<file path="src/hdl/ilir_pkg.sv">
// ----------------------------------------------------------------------------
// Indexed list package
// Field widths, operation and status codes, controller states and the
// command and status words between controller and datapath.
// ----------------------------------------------------------------------------
package ilir_pkg;

  localparam int KIND_W   = 2;
  localparam int IDX_W    = 7;
  localparam int VAL_W    = 32;
  localparam int STATUS_W = 2;
  localparam int LEN_W    = 7;

  typedef enum logic [KIND_W-1:0] {
    KIND_INSERT = 2'd0,
    KIND_GET    = 2'd1,
    KIND_REMOVE = 2'd2
  } kind_t;

  typedef enum logic [STATUS_W-1:0] {
    STATUS_OK    = 2'd0,
    STATUS_RANGE = 2'd1,
    STATUS_FULL  = 2'd2
  } status_t;

  typedef enum logic [2:0] {
    ST_IDLE,
    ST_DECODE,
    ST_SHIFT,
    ST_DRAIN,
    ST_FINISH
  } state_t;

  typedef struct packed {
    logic load;
    logic start;
    logic rd;
    logic out_load;
  } dp_cmd_t;

  typedef struct packed {
    logic err;
    logic no_move;
    logic last;
  } dp_stat_t;

endpackage

</file>
<file path="src/hdl/ilir_datapath.sv">
// ----------------------------------------------------------------------------
// Indexed list datapath
// Entry memory, length counter, shift pointers and the result word register.
// ----------------------------------------------------------------------------
module ilir_datapath import ilir_pkg::*; #(
  parameter int CAPACITY   = 64,
  parameter int DATA_WIDTH = 32
) (
  input  logic                clk,
  input  logic                rst_n,
  input  dp_cmd_t             cmd,
  output dp_stat_t            stat,
  input  logic [KIND_W-1:0]   in_kind,
  input  logic [IDX_W-1:0]    in_index,
  input  logic [VAL_W-1:0]    in_item_value,
  output logic [STATUS_W-1:0] out_status,
  output logic [VAL_W-1:0]    out_read_value,
  output logic [LEN_W-1:0]    out_list_length
);

  localparam int AW   = (CAPACITY > 1) ? $clog2(CAPACITY) : 1;
  localparam int CW   = $clog2(CAPACITY + 1);
  localparam int CMPW = (CW > IDX_W) ? CW : IDX_W;

  logic [DATA_WIDTH-1:0] mem [CAPACITY];

  logic [KIND_W-1:0]     kind_r;
  logic [IDX_W-1:0]      pos_r;
  logic [DATA_WIDTH-1:0] val_r;
  logic [CW-1:0]         count_r;
  logic [CW-1:0]         count_nxt;
  logic [CW-1:0]         left_r;
  logic [AW-1:0]         rd_ptr_r;
  logic [AW-1:0]         wb_ptr_r;
  logic                  wb_en_r;
  logic                  first_r;
  logic                  take_r;
  logic [DATA_WIDTH-1:0] rd_q_r;
  logic [DATA_WIDTH-1:0] taken_r;
  logic [STATUS_W-1:0]   out_status_r;
  logic [VAL_W-1:0]      out_value_r;
  logic [LEN_W-1:0]      out_len_r;

  logic [CMPW-1:0]       pos_x;
  logic [CMPW-1:0]       cnt_x;
  logic                  is_ins;
  logic                  is_get;
  logic                  is_rem;
  logic                  full;
  status_t               res_status;
  logic [DATA_WIDTH-1:0] res_value;
  logic                  wr_item;

  assign pos_x  = CMPW'(pos_r);
  assign cnt_x  = CMPW'(count_r);
  assign is_ins = (kind_r == KIND_INSERT);
  assign is_get = (kind_r == KIND_GET);
  assign is_rem = (kind_r == KIND_REMOVE);
  assign full   = (count_r == CW'(CAPACITY));

  always_comb begin
    res_status = STATUS_OK;
    case (kind_r)
      KIND_INSERT: begin
        if (pos_x > cnt_x) begin
          res_status = STATUS_RANGE;
        end else if (full) begin
          res_status = STATUS_FULL;
        end
      end
      KIND_GET, KIND_REMOVE: begin
        if (pos_x >= cnt_x) begin
          res_status = STATUS_RANGE;
        end
      end
      default: res_status = STATUS_RANGE;
    endcase
  end

  assign stat.err     = (res_status != STATUS_OK);
  assign stat.no_move = is_ins && (pos_x == cnt_x);
  assign stat.last    = (left_r == CW'(1));

  assign wr_item   = cmd.out_load && !stat.err && is_ins;
  assign res_value = (!stat.err && (is_get || is_rem)) ? taken_r : '0;

  always_comb begin
    count_nxt = count_r;
    if (cmd.out_load && !stat.err) begin
      if (is_ins) begin
        count_nxt = count_r + CW'(1);
      end else if (is_rem) begin
        count_nxt = count_r - CW'(1);
      end
    end
  end

  always_ff @(posedge clk) begin
    if (!rst_n) begin
      count_r <= '0;
      wb_en_r <= 1'b0;
      take_r  <= 1'b0;
      first_r <= 1'b0;
    end else begin
      count_r <= count_nxt;
      wb_en_r <= cmd.rd && (is_ins || (is_rem && !first_r));
      take_r  <= cmd.rd && first_r;
      if (cmd.start) begin
        first_r <= 1'b1;
      end else if (cmd.rd) begin
        first_r <= 1'b0;
      end
    end
  end

  always_ff @(posedge clk) begin
    if (cmd.load) begin
      kind_r <= in_kind;
      pos_r  <= in_index;
      val_r  <= DATA_WIDTH'(in_item_value);
    end
    if (cmd.start) begin
      left_r   <= is_get ? CW'(1) : count_r - CW'(pos_r);
      rd_ptr_r <= is_ins ? AW'(count_r - CW'(1)) : AW'(pos_r);
    end else if (cmd.rd) begin
      left_r   <= left_r - CW'(1);
      rd_ptr_r <= is_ins ? rd_ptr_r - AW'(1) : rd_ptr_r + AW'(1);
    end
    wb_ptr_r <= is_ins ? rd_ptr_r + AW'(1) : rd_ptr_r - AW'(1);
    if (take_r) begin
      taken_r <= rd_q_r;
    end
    if (cmd.out_load) begin
      out_status_r <= res_status;
      out_value_r  <= VAL_W'(res_value);
      out_len_r    <= LEN_W'(count_nxt);
    end
  end

  always_ff @(posedge clk) begin
    if (wb_en_r) begin
      mem[wb_ptr_r] <= rd_q_r;
    end else if (wr_item) begin
      mem[AW'(pos_r)] <= val_r;
    end
    if (cmd.rd) begin
      rd_q_r <= mem[rd_ptr_r];
    end
  end

  assign out_status      = out_status_r;
  assign out_read_value  = out_value_r;
  assign out_list_length = out_len_r;

endmodule

</file>
<file path="src/hdl/ilir_controller.sv">
// ----------------------------------------------------------------------------
// Indexed list controller
// Sequences decode, shift and result phases and owns both handshakes.
// ----------------------------------------------------------------------------
module ilir_controller import ilir_pkg::*; (
  input  logic     clk,
  input  logic     rst_n,
  input  logic     in_valid,
  output logic     in_stall,
  output logic     out_valid,
  input  logic     out_stall,
  output dp_cmd_t  cmd,
  input  dp_stat_t stat
);

  state_t state_r;
  state_t state_nxt;
  logic   out_valid_r;
  logic   out_valid_nxt;

  always_ff @(posedge clk) begin
    if (!rst_n) begin
      state_r     <= ST_IDLE;
      out_valid_r <= 1'b0;
    end else begin
      state_r     <= state_nxt;
      out_valid_r <= out_valid_nxt;
    end
  end

  always_comb begin
    state_nxt = state_r;
    cmd       = '0;
    case (state_r)
      ST_IDLE: begin
        if (in_valid) begin
          cmd.load  = 1'b1;
          state_nxt = ST_DECODE;
        end
      end
      ST_DECODE: begin
        if (stat.err || stat.no_move) begin
          state_nxt = ST_FINISH;
        end else begin
          cmd.start = 1'b1;
          state_nxt = ST_SHIFT;
        end
      end
      ST_SHIFT: begin
        cmd.rd = 1'b1;
        if (stat.last) begin
          state_nxt = ST_DRAIN;
        end
      end
      ST_DRAIN: begin
        state_nxt = ST_FINISH;
      end
      ST_FINISH: begin
        if (!out_valid_r || !out_stall) begin
          cmd.out_load = 1'b1;
          state_nxt    = ST_IDLE;
        end
      end
      default: state_nxt = ST_IDLE;
    endcase
  end

  always_comb begin
    out_valid_nxt = out_valid_r && out_stall;
    if (cmd.out_load) begin
      out_valid_nxt = 1'b1;
    end
  end

  assign in_stall  = (state_r != ST_IDLE);
  assign out_valid = out_valid_r;

endmodule

</file>
<file path="src/hdl/indexed_list_insert_remove.sv">
// ----------------------------------------------------------------------------
// Indexed list with insert, get and remove
// Ordered list of CAPACITY entries held in a one-write, one-read memory.
// ----------------------------------------------------------------------------
// Each input word passes through a decode state, then the entry memory is
// walked one entry per cycle through its single read port, with each
// write-back in the cycle after its read: insert and remove walk
// (length - index) entries, get walks one, and a refused operation or an
// insert at the end of the list skips the walk. The result waits while an
// earlier result is held by out_stall. The finished result sits in an output
// register, so the next word is accepted while it waits to be taken.
module indexed_list_insert_remove import ilir_pkg::*; #(
  parameter int CAPACITY   = 64,
  parameter int DATA_WIDTH = 32
) (
  input  logic                clk,
  input  logic                rst_n,
  input  logic                in_valid,
  output logic                in_stall,
  input  logic [KIND_W-1:0]   in_kind,
  input  logic [IDX_W-1:0]    in_index,
  input  logic [VAL_W-1:0]    in_item_value,
  output logic                out_valid,
  input  logic                out_stall,
  output logic [STATUS_W-1:0] out_status,
  output logic [VAL_W-1:0]    out_read_value,
  output logic [LEN_W-1:0]    out_list_length
);

  dp_cmd_t  cmd;
  dp_stat_t stat;

  ilir_controller u_ctrl (
    .clk       (clk),
    .rst_n     (rst_n),
    .in_valid  (in_valid),
    .in_stall  (in_stall),
    .out_valid (out_valid),
    .out_stall (out_stall),
    .cmd       (cmd),
    .stat      (stat)
  );

  ilir_datapath #(
    .CAPACITY   (CAPACITY),
    .DATA_WIDTH (DATA_WIDTH)
  ) u_dp (
    .clk             (clk),
    .rst_n           (rst_n),
    .cmd             (cmd),
    .stat            (stat),
    .in_kind         (in_kind),
    .in_index        (in_index),
    .in_item_value   (in_item_value),
    .out_status      (out_status),
    .out_read_value  (out_read_value),
    .out_list_length (out_list_length)
  );

endmodule

</file>
<file path="config.mk">
export PLATFORM = sky130hd
export DESIGN_NAME = indexed_list_insert_remove
export DESIGN_NICKNAME = d
export VERILOG_FILES = /design/src/hdl/ilir_pkg.sv /design/src/hdl/ilir_datapath.sv /design/src/hdl/ilir_controller.sv /design/src/hdl/indexed_list_insert_remove.sv
export SDC_FILE = /design/constraint.sdc
export NUM_CORES = 2
export LEC_CHECK = 0
export BUFFER_PORTS_ARGS = -buffer_cell sky130_fd_sc_hd__clkbuf_2
export CAP_MARGIN = 20
export CORE_MARGIN = 3
export CORE_UTILIZATION = 45
export CTS_BUF_LIST = sky130_fd_sc_hd__clkbuf_8 sky130_fd_sc_hd__clkbuf_16
export CTS_CLUSTER_DIAMETER = 100
export CTS_CLUSTER_SIZE = 25
export DETAILED_ROUTE_END_ITERATION = 6
export SYNTH_ARGS = -nofsm -noshare
export SYNTH_HDL_FRONTEND = slang
export SYNTH_SLANG_ARGS = --single-unit
export TNS_END_PERCENT = 5
</file>
<file path="constraint.sdc">
create_clock -name clk -period 6.78 [get_ports clk]
set_clock_uncertainty 0.1 [all_clocks]
set_input_delay 0.339 -clock clk [delete_from_list [all_inputs] [get_ports clk]]
set_output_delay 0.339 -clock clk [all_outputs]
set_load 0.1 [all_outputs]
</file>
==> reports/qor.yml <==
min_path:
  hold_depth: 2
  hold_path.startpoint: "in_item_value[5]"
  hold_class: "in -> reg"
timing:
  drv_slew: 0
  tightest_slew_ns: 1.43
  finalSetupViolCount: 0
  max_freq_ghz: 0.210
  hold_ws_ns: 0.178
  period_needed_ns: 4.77
  finalHoldViolCount: 0
  slew_headroom_pct: 4.85
  rsz0062_at_grt: "false"
  period_share_pct: 70.4
  tns_ns: 0
worst_setup_path:
  critPathArrivalTime_ns: 5.23
  cp-start-kind: "flop"
  cp-end-kind: "flop"
  cp-startpoint: "u_dp.kind_r[0]"
  worstPathMaxFanout: 44
  r2r-start: "u_dp.kind_r[0]"
  worstSetupPathType: "reg -> reg"
  r2r_cells: 10
  required_ns: 7.23
drt:
  drtIter0Drc: 5349
  drcViolationCount: 0
  vias_per_cell: 6.24
  dr_total_vias: 40700
  routedWlPerCell_um: 34.2
  totalWireLength_um: 223000
  dr.pass1.iters: 5
  ant_nets: 0
pwr:
  internal_power_mw: 18.2
  p_leak_nw: 28.5
  p_switching_mw: 4.96
  clkPwrFrac_pct: 29.2
  max-vdd-ir-drop_mv: 0.210
  pwr-share-comb_pct: 5.6
  sequentialPowerShare_pct: 65.2
  power_density_nw_per_um2: 247
  swShare_pct: 21.4
layout:
  drive_above_1_share_pct: 25.5
  register_area_um2: 66700
  fillers: 14800
  multi_input_comb_area_um2: 18500
  final_net_count: 4066
  fin_util_pct: 49.8
  area_delta_synth_final_pct: 9.96
clock_tree:
  cts-root-buf: "clkbuf_16"
  cts.sinks: 2227
  cts_max_path_buffers: 3
  insertion_delay_ns: 0.77
  ctsResizeCount: 0
  clk_pin_slew_ns: 0.11
  htree_num_levels: 3
  cts_inserted_buffers: 99
  cts_tree: "done"
floorplanning:
  core_um2: 188000
  fp.dieArea_um2: 195000
  die_w_um: 441
  die_h_um: 441
  start_util_pct: 45.3
  ios: 88
  floorplan.rows: 159
place:
  place_congestion: 0.878
  io_buffers: 87
  dpl.hpwl_um: 128000
logic_synthesis:
  syn_avg_cell_area_um2: 22.4
  synthCells: 3803
  ys_seq_area_share_pct: 78.3
  synth-seq-cells: 2227
  postSynth.asyncResetShare_pct: 0
  synth-main-ff-cell: "edfxtp_1"
  synth_nets: 3867
  synth-edff-count: 2207
  synthDistinctLibCells: 69
  yosysWarnings: 0
  netlist_area_um2: 85200
status:
  status: "finished, final reports clean"
global_routing:
  grt_use_total_pct: 22.9
  antenna_found_initial: 6
  grt_max_degree: 109
  grt_pass1_vias: 40300
  grt_first_pass_wirelength_um: 314000
  grt_remaining_overflow: 0
flow_run:
  cap_violations: 0
[power groups by stage]
stage / Combinational (mW) / Clock, mW / Sequential (mW)
2_1_floorplan: 0.702 / 0 / 15.4
3_3_place_gp: 1.26 / 0 / 15.4
3_5_place_dp: 1.27 / 0 / 15.4
4_1_cts: 1.29 / 6.89 / 15.1
5_1_grt: 1.36 / 7.34 / 15.1
6_report: 1.29 / 6.75 / 15.1
[cells in the mapped netlist (all sizes together), types with 7 or more instances]
| cell type | instances | share of area [%] |
|---|---|---|
| mux2 | 38 | 0.50 |
| a22o | 64 | 0.66 |
| a211oi | 15 | 0.16 |
| nand2b | 16 | 0.12 |
| edfxtp | 2207 | 78 |
| nand2 | 96 | 0.42 |
| nor3 | 20 | 0.12 |
| dfxtp | 20 | 0.47 |
| inv | 22 | 0.097 |
| a21o | 7 | 0.062 |
| a221oi | 80 | 0.82 |
| a22oi | 160 | 1.4 |
| nand3 | 13 | 0.076 |
| and2 | 34 | 0.25 |
| o221ai | 33 | 0.34 |
| buf | 86 | 0.50 |
| mux2i | 17 | 0.20 |
| nand4 | 9 | 0.066 |
| or4 | 8 | 0.097 |
| mux4 | 513 | 14 |
| o21ai | 26 | 0.16 |
| clkbuf | 133 | 0.59 |
| a21oi | 52 | 0.31 |
| xor2 | 14 | 0.14 |
| ha | 18 | 0.26 |
| xnor2 | 10 | 0.10 |
| nor2 | 33 | 0.15 |
[worst paths after layout]
kind,slack (ns),end
min,0.18,u_dp.val_r[5]
max reg2reg,2.01,u_dp.mem[48][24]
max,2.01,u_dp.mem[48][24]
min reg2reg,0.37,u_dp.taken_r[1]
[layout make-up]
| cell class | count | share of cell area (%) |
|---|---|---|
| inverter | 22 | 0.0881 |
| timing repair buffer | 317 | 2.84 |
| multi-input combinational | 1335 | 19.7 |
| clock buffer | 100 | 2.67 |
| clock inverter | 25 | 0.166 |
| sequential | 2227 | 71.2 |
| tap | 2495 | 3.33 |
| antenna | 6 | 0.0160 |
[cells by family (layout without fill, tap and decap cells)]
group | Yosys count | count (layout) | synth area share (%)
fa+ha+maj | 19 | 19 | 0.288
other cells | 0 | 6 | 0
simple gates | 264 | 264 | 1.60
mux | 568 | 568 | 14.3
buf+inv | 241 | 464 | 1.19
compound gates | 460 | 460 | 4.16
xor+xnor | 24 | 24 | 0.247
flops | 2227 | 2227 | 78.3
[cells in the final DEF (no fill, tap or decap), drive strengths merged, types with 26 or more instances in the layout]
cell type | Yosys | final
mux2 | 38 | 38
o21ai | 26 | 26
dlygate4sd3 | 0 | 44
o221ai | 33 | 33
nor2 | 33 | 33
edfxtp | 2207 | 2207
a21oi | 52 | 52
a22o | 64 | 64
inv | 22 | 42
clkbuf | 133 | 187
nand2 | 96 | 96
a221oi | 80 | 80
buf | 86 | 186
mux4 | 513 | 513
a22oi | 160 | 160
and2 | 34 | 34
[timing repair]
| action | in CTS | in global routing |
|---|---|---|
| hold buffers | 44 | 0 |
| hold endpoints to repair | 53 | 0 |
| buffers inserted | 0 | 0 |
[metal layers]
| metal | share of wire [%] | global-route usage, % | up-vias |
|---|---|---|---|
| met5 | 0 | 0 | - |
| met4 | 3.6 | 7.36 | 0 |
| met3 | 7.2 | 3.31 | 242 |
| met2 | 48 | 36.0 | 1617 |
| met1 | 42 | 33.5 | 22300 |
| li1 | - | - | 16600 |
[per-stage QoR]
| step | setup slack [ns] | power [mW] | cells | instance area [um^2] |
|---|---|---|---|---|
| final | 2.01 | 23.1 | 6527 | 93700 |
| after floorplan | 1.68 | 16.1 | 3803 | 85200 |
| after CTS | 2.02 | 23.3 | 6516 | 93600 |
| after global routing | 1.81 | 23.8 | 6521 | 93700 |
| after detailed placement | 2.03 | 16.7 | 6347 | 90500 |
| after global placement | 2.16 | 16.7 | 6344 | 90400 |
[worst max-delay path, cell delays in order, from the launching register on]
cell and delay [ns]:
edfxtp_1 0.45, inv_1 0.11, ha_1 0.15, buf_4 0.34, and2b_1 0.21, nand3_1 0.10, or2_1 0.54, nor2_4 0.74
buf_4 0.40, mux2_2 0.90, buf_4 0.40
[state kept, by name, summed over array words and instances (netlist names), 32 cells and up]
register	cells
u_dp.mem	2048
u_dp.out_read_value	32
u_dp.rd_q_r	32
u_dp.taken_r	32
u_dp.val_r	32
(Power assumes the default switching activity.)
